$ cat config.mk
export PLATFORM = sky130hd
export DESIGN_NAME = dle_frame_receiver_with_reply_top
export DESIGN_NICKNAME = d
export VERILOG_FILES = /design/src/rtl/core/dfr_pkg.sv /design/src/rtl/core/dle_frame_receiver_with_reply_top.sv /design/src/rtl/core/dfr_front.sv /design/src/rtl/core/dfr_queue.sv /design/src/rtl/core/dfr_back.sv
export SDC_FILE = /design/constraint.sdc
export NUM_CORES = 1
export LEC_CHECK = 0
export ABC_AREA = 1
export ABC_CLOCK_PERIOD_IN_PS = 5400
export BUFFER_PORTS_ARGS = -buffer_cell sky130_fd_sc_hd__clkbuf_2
export CAP_MARGIN = 5
export CORE_MARGIN = 4
export CORE_UTILIZATION = 30
export DETAILED_ROUTE_END_ITERATION = 12
export GPL_ROUTABILITY_DRIVEN = 0
export MAX_ROUTING_LAYER = met4
export PLACE_DENSITY_LB_ADDON = 0.15
export SYNTH_ARGS = -nofsm -noshare
export SYNTH_HDL_FRONTEND = slang
export SYNTH_SLANG_ARGS = --single-unit
$ cat constraint.sdc
create_clock -name clk -period 5.4 [get_ports clk]
set_clock_uncertainty 0.2 [all_clocks]
set_input_delay 0.54 -clock clk [delete_from_list [all_inputs] [get_ports clk]]
set_output_delay 0.54 -clock clk [all_outputs]
set_load 0.05 [all_outputs]
$ cat src/rtl/core/dfr_pkg.sv
`timescale 1ns / 1ps

package dfr_pkg;

  localparam logic [7:0]  DLE_BYTE     = 8'h10;
  localparam logic [7:0]  STX_BYTE     = 8'h02;
  localparam logic [7:0]  ETX_BYTE     = 8'h03;
  localparam logic [7:0]  ACK_CODE     = 8'hAA;
  localparam logic [7:0]  NACK_CODE    = 8'h55;
  localparam logic [7:0]  CMD_LED_ON   = 8'h01;
  localparam logic [7:0]  CMD_LED_OFF  = 8'h02;
  localparam logic [15:0] ARC_POLY_REF = 16'hA001;
  localparam int          REPLY_MAX    = 10;

  typedef enum logic [2:0] {
    ST_SHORT     = 3'd0,
    ST_CRC_ERR   = 3'd1,
    ST_LED_ON    = 3'd2,
    ST_LED_OFF   = 3'd3,
    ST_UNKNOWN   = 3'd4,
    ST_NOT_ADDR  = 3'd5
  } frame_status_t;

  typedef struct packed {
    frame_status_t status;
    logic [7:0]    mask;
    logic [7:0]    cmd;
    logic          led;
  } frame_rec_t;

  typedef struct packed {
    logic [REPLY_MAX-1:0][7:0] bytes;
    logic [3:0]                len;
  } reply_t;

  // one byte of CRC-16/ARC, reflected form
  function automatic logic [15:0] crc_step(logic [15:0] crc_in, logic [7:0] b);
    logic [15:0] c;
    c = crc_in ^ {8'h00, b};
    for (int i = 0; i < 8; i++) begin
      if (c[0]) begin
        c = (c >> 1) ^ ARC_POLY_REF;
      end else begin
        c = c >> 1;
      end
    end
    return c;
  endfunction

  function automatic reply_t build_reply(logic [7:0] code);
    reply_t          r;
    logic [15:0]     rc;
    logic [2:0][7:0] body;
    logic [3:0]      n;
    r       = '0;
    rc      = crc_step(16'h0000, code);
    body[0] = code;
    body[1] = rc[15:8];
    body[2] = rc[7:0];
    n = 4'd0;
    r.bytes[n] = DLE_BYTE; n = n + 4'd1;
    r.bytes[n] = STX_BYTE; n = n + 4'd1;
    for (int i = 0; i < 3; i++) begin
      if (body[i] == DLE_BYTE) begin
        r.bytes[n] = DLE_BYTE; n = n + 4'd1;
      end
      r.bytes[n] = body[i]; n = n + 4'd1;
    end
    r.bytes[n] = DLE_BYTE; n = n + 4'd1;
    r.bytes[n] = ETX_BYTE; n = n + 4'd1;
    r.len = n;
    return r;
  endfunction

  localparam reply_t ACK_REPLY  = build_reply(ACK_CODE);
  localparam reply_t NACK_REPLY = build_reply(NACK_CODE);

endpackage

$ cat src/rtl/core/dle_frame_receiver_with_reply_top.sv
`timescale 1ns / 1ps
// channel | dir | payload
// in_     | in  | tdata[7:0] rx_byte
// out_    | out | tdata: frame_status, dest_mask, command_code, led_level, tx_byte;
//         |     | tuser tx_valid, tlast last
// cfg_    | in  | wr_data[3:0] node_id
// One line byte a cycle while the queue has room; a closing DLE ETX queues a frame record
// (two-entry queue). The output side emits one transaction a cycle unless out_tready stalls:
// one for a frame without reply, seven for a reply frame. in_tready drops only while the queue is full.
// Reset: synchronous, rst_n low; node_id returns to 1, LED off, parser idle.

module dle_frame_receiver_with_reply_top (
  input  logic        clk,
  input  logic        rst_n,
  input  logic        in_tvalid,
  output logic        in_tready,
  input  logic [7:0]  in_tdata,   // [7:0] rx_byte
  output logic        out_tvalid,
  input  logic        out_tready,
  // [2:0] frame_status, [10:3] dest_mask, [18:11] command_code,
  // [19] led_level, [27:20] tx_byte, [31:28] zero
  output logic [31:0] out_tdata,
  output logic        out_tuser,  // [0] tx_valid
  output logic        out_tlast,
  input  logic        cfg_wr_en,
  input  logic [3:0]  cfg_wr_data
);
  import dfr_pkg::*;

  logic       q_full;
  logic       q_push;
  frame_rec_t q_rec;
  logic       q_pop;
  logic       head_valid;
  frame_rec_t head_rec;

  dfr_front u_front (
    .clk         (clk),
    .rst_n       (rst_n),
    .in_tvalid   (in_tvalid),
    .in_tready   (in_tready),
    .in_tdata    (in_tdata),
    .cfg_wr_en   (cfg_wr_en),
    .cfg_wr_data (cfg_wr_data),
    .q_full      (q_full),
    .q_push      (q_push),
    .q_rec       (q_rec)
  );

  dfr_queue u_queue (
    .clk        (clk),
    .rst_n      (rst_n),
    .push       (q_push),
    .push_rec   (q_rec),
    .full       (q_full),
    .pop        (q_pop),
    .head_valid (head_valid),
    .head_rec   (head_rec)
  );

  dfr_back u_back (
    .clk        (clk),
    .rst_n      (rst_n),
    .head_valid (head_valid),
    .head_rec   (head_rec),
    .pop        (q_pop),
    .out_tvalid (out_tvalid),
    .out_tready (out_tready),
    .out_tdata  (out_tdata),
    .out_tuser  (out_tuser),
    .out_tlast  (out_tlast)
  );

endmodule

$ cat src/rtl/core/dfr_front.sv
`timescale 1ns / 1ps

module dfr_front (
  input  logic              clk,
  input  logic              rst_n,
  input  logic              in_tvalid,
  output logic              in_tready,
  input  logic [7:0]        in_tdata,
  input  logic              cfg_wr_en,
  input  logic [3:0]        cfg_wr_data,
  input  logic              q_full,
  output logic              q_push,
  output dfr_pkg::frame_rec_t q_rec
);
  import dfr_pkg::*;

  logic        in_frame_r, in_frame_nxt;
  logic        esc_r, esc_nxt;
  logic [2:0]  cnt_r, cnt_nxt;
  logic [15:0] crc_r, crc_nxt;
  logic        led_r, led_nxt;
  logic [3:0]  node_r;
  logic [3:0][7:0] fb_r;
  logic        keep;
  logic [7:0]  keep_byte;
  logic        close;
  logic        acc;
  logic [3:0]  node_m1;
  logic        hit;
  frame_rec_t  rec;

  assign in_tready = !q_full;
  assign acc       = in_tvalid && in_tready;
  assign node_m1   = node_r - 4'd1;
  assign hit       = (node_r != 4'd0) && (node_r <= 4'd8) && fb_r[0][node_m1[2:0]];

  always_comb begin
    in_frame_nxt = in_frame_r;
    esc_nxt      = esc_r;
    cnt_nxt      = cnt_r;
    crc_nxt      = crc_r;
    keep         = 1'b0;
    keep_byte    = in_tdata;
    close        = 1'b0;
    if (acc) begin
      if (!in_frame_r) begin
        if (esc_r && in_tdata == STX_BYTE) begin
          in_frame_nxt = 1'b1;
          cnt_nxt      = 3'd0;
          crc_nxt      = 16'h0000;
          esc_nxt      = 1'b0;
        end else begin
          esc_nxt = (in_tdata == DLE_BYTE);
        end
      end else if (esc_r) begin
        esc_nxt = 1'b0;
        if (in_tdata == ETX_BYTE) begin
          close        = 1'b1;
          in_frame_nxt = 1'b0;
          cnt_nxt      = 3'd0;
        end else if (in_tdata == DLE_BYTE) begin
          keep = 1'b1;
        end
      end else if (in_tdata == DLE_BYTE) begin
        esc_nxt = 1'b1;
      end else begin
        keep = 1'b1;
      end
      if (keep && cnt_r < 3'd4) begin
        cnt_nxt = cnt_r + 3'd1;
        if (cnt_r < 3'd2) begin
          crc_nxt = crc_step(crc_r, keep_byte);
        end
      end
    end
  end

  always_comb begin
    rec     = '0;
    led_nxt = led_r;
    if (cnt_r < 3'd4) begin
      rec.status = ST_SHORT;
    end else begin
      rec.mask = fb_r[0];
      rec.cmd  = fb_r[1];
      if ({fb_r[2], fb_r[3]} != crc_r) begin
        rec.status = ST_CRC_ERR;
      end else if (!hit) begin
        rec.status = ST_NOT_ADDR;
      end else if (fb_r[1] == CMD_LED_ON) begin
        rec.status = ST_LED_ON;
        led_nxt    = 1'b1;
      end else if (fb_r[1] == CMD_LED_OFF) begin
        rec.status = ST_LED_OFF;
        led_nxt    = 1'b0;
      end else begin
        rec.status = ST_UNKNOWN;
      end
    end
    rec.led = led_nxt;
  end

  assign q_push = close;
  assign q_rec  = rec;

  always_ff @(posedge clk) begin
    if (!rst_n) begin
      in_frame_r <= 1'b0;
      esc_r      <= 1'b0;
      cnt_r      <= 3'd0;
      crc_r      <= 16'h0000;
      led_r      <= 1'b0;
      node_r     <= 4'd1;
    end else begin
      in_frame_r <= in_frame_nxt;
      esc_r      <= esc_nxt;
      cnt_r      <= cnt_nxt;
      crc_r      <= crc_nxt;
      if (close) begin
        led_r <= led_nxt;
      end
      if (cfg_wr_en) begin
        node_r <= cfg_wr_data;
      end
    end
  end

  always_ff @(posedge clk) begin
    if (keep && cnt_r < 3'd4) begin
      fb_r[cnt_r[1:0]] <= (esc_r ? DLE_BYTE : in_tdata);
    end
  end

endmodule

$ cat src/rtl/core/dfr_queue.sv
`timescale 1ns / 1ps

module dfr_queue (
  input  logic                clk,
  input  logic                rst_n,
  input  logic                push,
  input  dfr_pkg::frame_rec_t push_rec,
  output logic                full,
  input  logic                pop,
  output logic                head_valid,
  output dfr_pkg::frame_rec_t head_rec
);
  import dfr_pkg::*;

  frame_rec_t     mem_r [2];
  logic           wp_r;
  logic           rp_r;
  logic [1:0]     cnt_r;
  logic           do_push;
  logic           do_pop;

  assign full       = (cnt_r == 2'd2);
  assign head_valid = (cnt_r != 2'd0);
  assign head_rec   = mem_r[rp_r];
  assign do_push    = push && !full;
  assign do_pop     = pop && head_valid;

  always_ff @(posedge clk) begin
    if (!rst_n) begin
      wp_r  <= 1'b0;
      rp_r  <= 1'b0;
      cnt_r <= 2'd0;
    end else begin
      if (do_push) begin
        wp_r <= !wp_r;
      end
      if (do_pop) begin
        rp_r <= !rp_r;
      end
      case ({do_push, do_pop})
        2'b10:   cnt_r <= cnt_r + 2'd1;
        2'b01:   cnt_r <= cnt_r - 2'd1;
        default: cnt_r <= cnt_r;
      endcase
    end
  end

  always_ff @(posedge clk) begin
    if (do_push) begin
      mem_r[wp_r] <= push_rec;
    end
  end

endmodule

$ cat src/rtl/core/dfr_back.sv
`timescale 1ns / 1ps

module dfr_back (
  input  logic                clk,
  input  logic                rst_n,
  input  logic                head_valid,
  input  dfr_pkg::frame_rec_t head_rec,
  output logic                pop,
  output logic                out_tvalid,
  input  logic                out_tready,
  output logic [31:0]         out_tdata,
  output logic                out_tuser,
  output logic                out_tlast
);
  import dfr_pkg::*;

  logic        vld_r;
  logic [31:0] data_r;
  logic        user_r;
  logic        last_r;
  logic [3:0]  idx_r, idx_nxt;
  logic        load;
  logic        has_reply;
  reply_t      rep;
  logic [3:0]  n_m1;
  logic        is_last;
  logic [7:0]  txb;

  assign load      = !vld_r || out_tready;
  assign has_reply = head_rec.status inside {ST_CRC_ERR, ST_LED_ON, ST_LED_OFF};
  assign rep       = (head_rec.status == ST_CRC_ERR) ? NACK_REPLY : ACK_REPLY;
  assign n_m1      = has_reply ? (rep.len - 4'd1) : 4'd0;
  assign is_last   = (idx_r == n_m1);
  assign txb       = has_reply ? rep.bytes[idx_r] : 8'h00;
  assign pop       = load && head_valid && is_last;

  always_comb begin
    idx_nxt = idx_r;
    if (load && head_valid) begin
      idx_nxt = is_last ? 4'd0 : idx_r + 4'd1;
    end
  end

  always_ff @(posedge clk) begin
    if (!rst_n) begin
      vld_r <= 1'b0;
      idx_r <= 4'd0;
    end else begin
      idx_r <= idx_nxt;
      if (load) begin
        vld_r <= head_valid;
      end
    end
  end

  always_ff @(posedge clk) begin
    if (load && head_valid) begin
      data_r <= {4'h0, txb, head_rec.led, head_rec.cmd, head_rec.mask, head_rec.status};
      user_r <= has_reply;
      last_r <= is_last;
    end
  end

  assign out_tvalid = vld_r;
  assign out_tdata  = data_r;
  assign out_tuser  = user_r;
  assign out_tlast  = last_r;

endmodule
# Yosys cells after proc, flatten, opt, wreduce, memory -nomap -nowiden

Memory sizes are Yosys's and may differ from the RTL's. A register that Yosys moved wholly into a read port is not among the register bits.
Index checks and enable logic that the tools add are counted.

Flip-flop bits (word level): 97
Bits in latches: 0
Memory bits (writable): 40
ROM bits: 0
Input port bits: 17
Output and inout port bits: 36
Word-level logic and storage cells: 162
Memories kept: 1

Memory list:

| name          | words | bits a word | rd ports | clocked after Yosys merged registers in | write ports | line            | source |
|---|---|---|---|---|---|---|---|
| u_queue.mem_r | 2     | 20          | 1        | 1                                       | 1           | dfr_queue.sv:15 | `frame_rec_t mem_r [2];` |

Add/subtract/negate cells: 6
Multiply operators: 0
Div/mod/pow operators: 0
Magnitude comparators: 7
Eq/ne operators: 15
Shifts and indexed selects: 0
Muxes and demuxes: 83
Bitwise logic cells: 9
Reduce and logical (&&, ||, !) cells: 22

Operators with widths:

| operator                                               | count |
|---|---|
| 2-to-1 mux 16 bit                                      | 34 |
| 2-to-1 mux 43 bit                                      | 1 |
| binary-select mux 8 bit (select 4 bit)                 | 1 |
| bitwise mux 32 bit                                     | 1 |
| 2-to-1 mux 3 bit                                       | 10 |
| 2-to-1 mux 1 bit                                       | 28 |
| equality test 8 x 2 -> 1 bit (second input constant)   | 3 |
| 2-to-1 mux 8 bit                                       | 3 |
| NOT 2 -> 3 bit                                         | 8 |
| demux 8 bit (select 2 bit)                             | 1 |
| inequality test 16 bit                                 | 1 |
| bitwise XOR 16 x 8 -> 16 bit                           | 1 |
| logical AND 1 bit                                      | 11 |
| equality test 8 x 1 -> 1 bit (second input constant)   | 1 |
| equality test 8 x 5 -> 1 bit (second input constant)   | 1 |
| 2-to-1 mux 4 bit                                       | 2 |
| equality test 3 x 2 -> 1 bit (second input constant)   | 2 |
| inequality test 3 bit (second input constant)          | 2 |
| nonzero test 3 bit                                     | 2 |
| < comparator 4 x 5 -> 1 bit (second input constant)    | 1 |
| adder 4 x 1 -> 4 bit (second input constant)           | 1 |
| equality test 2 bit (second input constant)            | 2 |
| equality test 4 bit                                    | 1 |
| less-or-equal comparator 4 bit (second input constant) | 1 |
| 19 further kinds                                       | 23 |

# Longest topological paths before layout

Gate-level depths: netlist of run 1.

Depth after elaboration: 43
Depth in mapped cells: 15
Gate-level depth less buffers: 15

# Cells and area by module

From an unflattened synthesis of run 1, not the netlist that was laid out.

Cell total of the unflattened synthesis: 645
Area, all modules: 6596.3 um^2

Modules (own cells, without submodules):

| module    | times used | cells each | area each (um^2) | sequential area each (um^2) |
|---|---|---|---|---|
| dfr_front | 1          | 429        | 3347.0           | 1481.4 |
| dfr_queue | 1          | 100        | 1786.7           | 1301.2 |
| dfr_back  | 1          | 116        | 1462.7           | 970.9 |

# Worst setup path before layout of run 1

Ideal clock, no wire load.

Path type: register to register
From: register u_back.vld_r (netlist: u_back.out_tvalid)
To: register u_queue.cnt_r[1]
Arrival time: 3.549 ns
Required time: 5.130 ns
Setup slack: 1.581 ns
Stages on the path, launching flop included: 12
Clock period less this slack: 3.819 ns
Cells stage by stage: dfxtp_1 inv_1 nor2_1 a21oi_1 inv_1 nor2_4 ha_1 inv_1 nand2_1 nor2_1 o21ai_0 a21oi_1

Word-level cells in the longest chain between the ends: 7

Ends and longest elaborated chain:

| what                                                                            | line            | source |
|---|---|---|
| start, declared                                                                 | dfr_back.sv:17  | `logic vld_r;` |
| start signal, assigned                                                          | dfr_back.sv:51  | `vld_r <= head_valid;` |
| zero test 1 bit (*)                                                             | dfr_back.sv:29  | `assign load = !vld_r \|\| out_tready;` |
| logical OR 1 bit (*)                                                            | dfr_back.sv:29  |  |
| logical AND 1 bit (*) (2 in a row)                                              | dfr_back.sv:35  | `assign pop = load && head_valid && is_last;` |
| logical AND 1 bit (*)                                                           | dfr_queue.sv:26 | `assign do_pop = pop && head_valid;` |
| via u_queue.do_pop                                                              | dfr_queue.sv:20 | `logic do_pop;` |
| equality test 2 x 1 -> 1 bit / equality test 2 bit (equally long branches)      | dfr_queue.sv:40 | `case ({do_push, do_pop})` |
| one-hot mux 2 bit (2 select lines) / nonzero test 2 bit (equally long branches) | n/a             |  |
| end signal, assigned                                                            | dfr_queue.sv:41 | `2'b10: cnt_r <= cnt_r + 2'd1;` |
| end signal, assigned                                                            | dfr_queue.sv:42 | `2'b01: cnt_r <= cnt_r - 2'd1;` |
| end signal, assigned                                                            | dfr_queue.sv:43 | `default: cnt_r <= cnt_r;` |
| end, declared                                                                   | dfr_queue.sv:18 | `logic [1:0] cnt_r;` |

Mark *: on every way through the listed nets, which the timed path passes. The rest lies on a longest branch.
A chain may end at the register's enable or synchronous reset.

==> results of run 1 <==
placed cells by master, fill, tap and decap left out, types with 3 or more instances in the layout:
| cell type | netlist | routed |
|---|---|---|
| inv_1 | 78 | 78 |
| inv_2 | 5 | 5 |
| nand4_1 | 5 | 5 |
| clkbuf_2 | 0 | 48 |
| clkbuf_16 | 0 | 17 |
| dfxtp_1 | 36 | 36 |
| xor2_1 | 3 | 3 |
| bufinv_16 | 0 | 3 |
| o21ai_1 | 3 | 3 |
| nor2_1 | 53 | 53 |
| xnor2_1 | 19 | 19 |
| conb_1 | 1 | 4 |
| nand2_1 | 127 | 127 |
| nand3_1 | 30 | 30 |
| mux2_2 | 17 | 17 |
| inv_6 | 0 | 4 |
| edfxtp_1 | 101 | 101 |
| a21oi_1 | 38 | 37 |
| nor3_1 | 13 | 13 |
| o21ai_0 | 16 | 16 |
| ha_1 | 15 | 15 |
where the power goes:
part / switching, mW / internal, mW
clock: 0.461 / 0.736
combinational: 0.0583 / 0.0226
sequential: 0.00319 / 1.12
cells in the mapped netlist, types with 2 or more instances:
cell type	n
dfxtp_1	36
o21ai_0	16
buf_6	3
buf_4	5
inv_1	78
nand2_2	2
nor2_4	2
nor3_1	13
ha_1	15
nor4_1	2
o2111ai_1	2
nor2_1	53
nand3_1	30
mux2_2	17
xnor2_1	19
o21a_1	2
edfxtp_1	101
clkbuf_1	8
nand4_1	5
inv_2	5
xor2_1	3
o21ai_1	3
a21oi_1	38
nand3_2	2
nand2_1	127
final timing paths:
kind	from	endpoint	slack, ns	depth (start not counted)
setup / recovery	flop	u_queue.cnt_r[1]$_SDFFE_PN0P_	2.45	11
hold / removal	cfg_wr_data[3]	u_front.node_r[3]$_SDFFE_PN0P_	0.17	3
setup reg to reg	flop	u_queue.cnt_r[1]$_SDFFE_PN0P_	2.45	11
hold reg to reg	u_back.idx_r[3]$_SDFFE_PN0P_	u_back.idx_r[3]$_SDFFE_PN0P_	0.29	2
layout make-up:
cell class                 count  area, sq um  share of cell area [%]
sequential                   137         3750                    51.2
multi-input combinational    369         2060                    28.1
clock buffer                  17          425                    5.80
tap                          270          338                    4.61
inverter                      84          318                    4.33
timing repair buffer          50          255                    3.48
clock inverter                15          188                    2.56
state kept, by name, indices dropped and copies added, names as in the netlist, named ones only:
register	count
u_back.idx_r	4
u_front.in_frame_r	1
u_front.crc_r	16
u_front.esc_r	1
u_back.out_tlast	1
u_back.out_tdata	27
u_front.led_r	1
u_back.out_tvalid	1
u_queue.cnt_r	2
u_front.fb_r	32
u_queue.rp_r	1
u_front.cnt_r	3
u_queue.mem_r	40
u_front.node_r	4
u_queue.wp_r	1
u_back.out_tuser	1
stage by stage:
stage          std cells  util [%]  worst slack, ns  hold WS, ns
2_1_floorplan        607         -             1.58        0.243
3_3_place_gp         910      33.1             2.39        0.263
3_5_place_dp         910      33.1             2.31        0.288
4_1_cts              942      36.1             2.39        0.149
5_1_grt              942      36.1             2.07        0.179
6_report             942      36.1             2.45        0.174
tightest hold or removal path, cell delays in order:
cell and delay, ns:
clkbuf_2 0.08, nor2_1 0.04, nor2_1 0.08
metal layers:
layer	track usage [%]	wire length [microns]	share of wire (%)	vias to the layer above
met4	4.02	261	2.0	0
met3	3.47	519	4.0	17
li1	-	-	-	2112
met2	18.9	6000	46	74
met1	15.0	6260	48	1944
met5	-	0	0	-
logic make-up (layout without fill, tap and decap cells):
family / count (synthesis) / count (layout) / synth area share [%]
AOI/OAI and AO/OA: 69 / 69 / 6.52
other: 1 / 4 / 0.0604
DFF: 137 / 137 / 60.4
adders and majority gates: 15 / 15 / 3.02
xor gates and xnor gates: 22 / 22 / 3.10
buffers and inverters: 101 / 166 / 6.83
muxes: 17 / 17 / 3.08
and+or+nand+nor: 242 / 242 / 17.0
==> key figures, run 1 <==
Clock network
  – CTS buffer count: 17
  – CTS max path bufs: 2
  – Setup bufs post-CTS: 0
  – Root Buffer: clkbuf_16
  – CTS tree: built
  – Worst-Skew Late Latency: 0.41 ns
  – # resized after CTS: 0
  – CTS H-Tree Depth: 4
  – Clock transition at the registers of the reported paths: 0.06 ns
  – Post-CTS Hold Fix Bufs: 0
  – Sink Count: 137

Power
  – PD cells: 328 nW/um^2
  – LEAKAGE: 2.88 nW
  – Maximum vdd drop: 0.209 mV
  – Overall power: 2.40 mW

Global routing
  – Initial antenna violation count: 0
  – Overflow left after global routing: 0
  – Number of global-route vias before repair: 4272
  – Total track usage: 12.1%
  – Pin count of the biggest net entering global routing: 33
  – First-pass GRT wire length: 21500 microns

Worst setup path
  – CP Capture Type: flop
  – Worst Path Buf+Inv: 1
  – Family with the most delay on the worst path: flip-flops
  – Startpoint types: flop
  – Cell Chain, Critical Path: o21ai_0, a21oi_1, nand2_1, nand4_4, nor2_4, ha_1, inv_1, nand2_1, nor2_1, o21ai_0, a21oi_1
  – Slowest CP cell: dfxtp_1
  – Critical Path Fanout Max: 25
  – Setup CP Type: flop to flop
  – CP arrival: 3.09 ns
  – CP required: 5.54 ns
  – CP peak stage delay: 1.01 ns

Synthesis
  – Largest area contributor in the netlist: edfxtp_1
  – Yosys reg bits: 137
  – Count of flip-flops with a built-in enable after synthesis: 101
  – Synth warnings: 0
  – Seq/Total Area, Yosys: 60.4%
  – Synth top area share: 48.8%
  – Mean Syn Cell Area: 10.3 sq um
  – Top_reg_cell synth: edfxtp_1
  – Async SR Flop Fraction: 0%
  – Top area cells in the synthesized netlist: edfxtp_1 (49%), dfxtp_1 (12%), nand2_1 (7.7%)
  – Synth unique cells: 42
  – Post-Synthesis Cell Area: 6210 sq um
  – Cells after Synth: 604

Floorplanning
  – Starting Density: 30.6%
  – I/O pins: 53
  – Die area: 23100 sq um
  – Row count: 52
  – Die Y: 152 microns
  – CORE AREA: 20300 sq um
  – Die W: 152 microns

Detailed routing
  – Drt pass-1 iters: 4
  – DRC viols: 0
  – Routed WL per cell: 13.8 microns
  – DR vias: 4147
  – Routed wire length: 13000 microns
  – 1st-iter DRT viols: 202
  – Vias per Instance: 4.40
  – Remaining antenna violation count after routing: 0

Run
  – Total of max-cap violations: 0

Finish
  – FILL cells: 2081
  – Post-route cell area: 7340 sq um
  – Layout cells sized above 1: 17.6%
  – Antenna cell count: 0
  – Layout area overhead: 18.1%
  – NumNets Final: 691

Outcome
  – Status: finished clean

STA
  – Worst-margin pin slew: 1.05 ns
  – Tcrit/Tclk final: 54.5%
  – Fin. Hold Viols: 0
  – RSZ-0062 raised after global routing: no
  – Max-slew violation count: 0
  – Fin crit period: 2.95 ns
  – Setup TNS: 0 ns
  – Number of setup violations in the final report: 0
  – Relative max-transition margin: 30.2%
  – Max Clk Rate: 340 MHz

Worst hold path
  – Worst Hold Class: input pin to flop

Placed design
  – Detailed-placement wirelength estimate: 9520 microns
  – Post-DP Area: 6720 sq um
  – Port Buffers: 48
Power figures use the tool's default switching activity.
==> run 2: changes to the inputs <==
--- a/config.mk
+++ b/config.mk
@@ -6,7 +6,7 @@
 export NUM_CORES = 1
 export LEC_CHECK = 0
 export ABC_AREA = 1
-export ABC_CLOCK_PERIOD_IN_PS = 5400
+export ABC_CLOCK_PERIOD_IN_PS = 2600
 export BUFFER_PORTS_ARGS = -buffer_cell sky130_fd_sc_hd__clkbuf_2
 export CAP_MARGIN = 5
 export CORE_MARGIN = 4
==> constraint.sdc (replaced) <==
create_clock -name clk -period 2.6 [get_ports clk]
set_clock_uncertainty 0.2 [all_clocks]
set_input_delay 0.26 -clock clk [delete_from_list [all_inputs] [get_ports clk]]
set_output_delay 0.26 -clock clk [all_outputs]
set_load 0.05 [all_outputs]
==> run 2 against run 1 <==
Against the previous run: sequential share of layout area shrank 1.4 points; wire length grew 0.90%; clock power grew 96%; largest power group unchanged; highest routed layer unchanged; via count grew 2.6%.
==> key figures, run 2 (same netlist as run 1, synthesis figures left out) <==
Floorplanning
  – Starting Density: 30.6%
  – Die W: 152 microns
  – Die area: 23100 sq um
  – CORE AREA: 20300 sq um
  – Row count: 52
  – I/O pins: 53
  – Die Y: 152 microns

Worst setup path
  – Critical Path Fanout Max: 9
  – CP required: 2.75 ns
  – Setup CP Type: flop to flop
  – Cell Chain, Critical Path: nand2_1, o21ai_0, inv_1, a21oi_1, nand2_1, nand4_4, nor2_4, ha_1, inv_1, nand2_1, nor2_1, o21ai_0, a21oi_1
  – CP peak stage delay: 0.46 ns
  – Most frequent CP cell: nand2_1
  – CP Capture Type: flop
  – Slowest CP cell: dfxtp_1
  – Startpoint types: flop
  – CP arrival: 2.46 ns

Finish
  – Commonest non-fill, non-tap cell in the layout: nand2_1
  – Antenna cell count: 0
  – Layout area overhead: 21.3%
  – Layout cells sized above 1: 19.7%
  – NumNets Final: 714
  – Biggest register: u_queue.mem_r
  – Number of flip-flops in the largest register: 40
  – Highest-count cells in the layout ignoring fill and taps: nand2_1 (126), edfxtp_1 (101), inv_1 (78)
  – Finished Layout Cells: 965
  – Post-route cell area: 7530 sq um

STA
  – RSZ-0062 raised after global routing: no
  – Relative max-transition margin: 59.1%
  – Hold Slack: 0.0207 ns
  – Number of setup violations in the final report: 0
  – Tcrit/Tclk final: 88.8%
  – Max Clk Rate: 433 MHz
  – Fin. Hold Viols: 0
  – Setup WS post-layout: 0.292 ns
  – Worst-margin pin slew: 0.612 ns
  – Setup TNS: 0 ns
  – Fin crit period: 2.31 ns
  – Max-slew violation count: 0

Detailed routing
  – Vias per Instance: 4.41
  – Routed wire length: 13200 microns
  – WL met1: 6280 microns
  – DR vias: 4254
  – Met2 Routed Length: 6050 microns
  – DRC viols: 0
  – Routed WL per cell: 13.6 microns
  – Remaining antenna violation count after routing: 0
  – DR top layer: met4
  – Drt pass-1 iters: 4
  – WL met3: 577 microns
  – 1st-iter DRT viols: 195

Clock network
  – Root Buffer: clkbuf_16
  – CTS H-Tree Depth: 4
  – Worst-Skew Late Latency: 0.42 ns
  – CTS buffer count: 17
  – Setup bufs post-CTS: 0
  – CTS tree: built
  – Clock transition at the registers of the reported paths: 0.06 ns
  – Sink Count: 137
  – CTS max path bufs: 2

Power
  – LEAKAGE: 3.01 nW
  – Maximum vdd drop: 0.340 mV
  – PD cells: 647 nW/um^2

Global routing
  – Total track usage: 12.2%
  – Initial antenna violation count: 0
  – First-pass GRT wire length: 21900 microns
  – Pin count of the biggest net entering global routing: 32
  – Overflow left after global routing: 0
  – Number of global-route vias before repair: 4281

Placed design
  – Post-DP Area: 6850 sq um
  – Detailed-placement wirelength estimate: 9720 microns
  – Dpl ws: 0.120 ns
  – Placed insts: 923
  – Port Buffers: 48

Outcome
  – Status: finished clean

Worst hold path
  – Worst Hold Class: input pin to flop

Run
  – Total of max-cap violations: 0
-- run 2: cell count changes in the layout (fill, tap and decap cells not counted), sizes merged --
cell         before  now
bufinv            3    1
inv              90   93
buf               2   15
dlygate4sd3       0   10
clkinv            4    3
-- run 2: final timing paths --
check / from / end / slack [ns] / cells after the start
hold / removal: in_tvalid / u_front.crc_r[0]$_SDFFE_PN0P_ / 0.02 / 4
setup / recovery: flop / u_queue.cnt_r[1]$_SDFFE_PN0P_ / 0.29 / 13
hold reg to reg: u_back.idx_r[3]$_SDFFE_PN0P_ / u_back.idx_r[3]$_SDFFE_PN0P_ / 0.30 / 2
setup reg to reg: flop / u_queue.cnt_r[1]$_SDFFE_PN0P_ / 0.29 / 13
-- run 2: through the flow --
stage                     utilization (%)  power, mW
after floorplan                         -       2.50
after global placement               33.7       2.56
after detailed placement             33.7       2.56
after CTS                            37.1       4.95
after global routing                 37.1       5.07
final                                37.1       4.88
-- run 2: repair_timing --
item / in CTS / in global routing
resized for setup: 0 / 2
hold buffers: 10 / 0
setup endpoints to repair: 0 / 1
hold endpoints to repair: 5 / 0
-- run 2: power by group --
group	switching (mW)	leakage (nW)	internal, mW
logic	0.127	1.48	0.0624
clock network	1.00	0.281	1.35
registers	0.00414	1.25	2.33
-- run 2: final cells by class --
type                    count  area, sq um
fillers                  2059        12800
flip-flops and latches    137         3750
multi-input cells         369         2070
repair buffers             73          478
clock buffers              17          425
well taps                 270          338
inverters                  84          318
clock inverters            15          154
-- run 2: metal layers --
| layer | vias to the layer above | track usage, % |
|---|---|---|
| met2 | 85 | 18.8 |
| met1 | 1986 | 15.5 |
| met3 | 19 | 3.07 |
| met4 | 0 | 5.14 |
| met5 | - | - |
| li1 | 2164 | - |
-- run 2: worst max-delay path, delay by kind of cell (launching register included) --
family	cells	cell delay (ns)
and+or+nand+nor	6	0.58
AOI/OAI and AO/OA	4	0.54
DFF	1	0.46
adders and majority gates	1	0.27
buffers and inverters	2	0.18
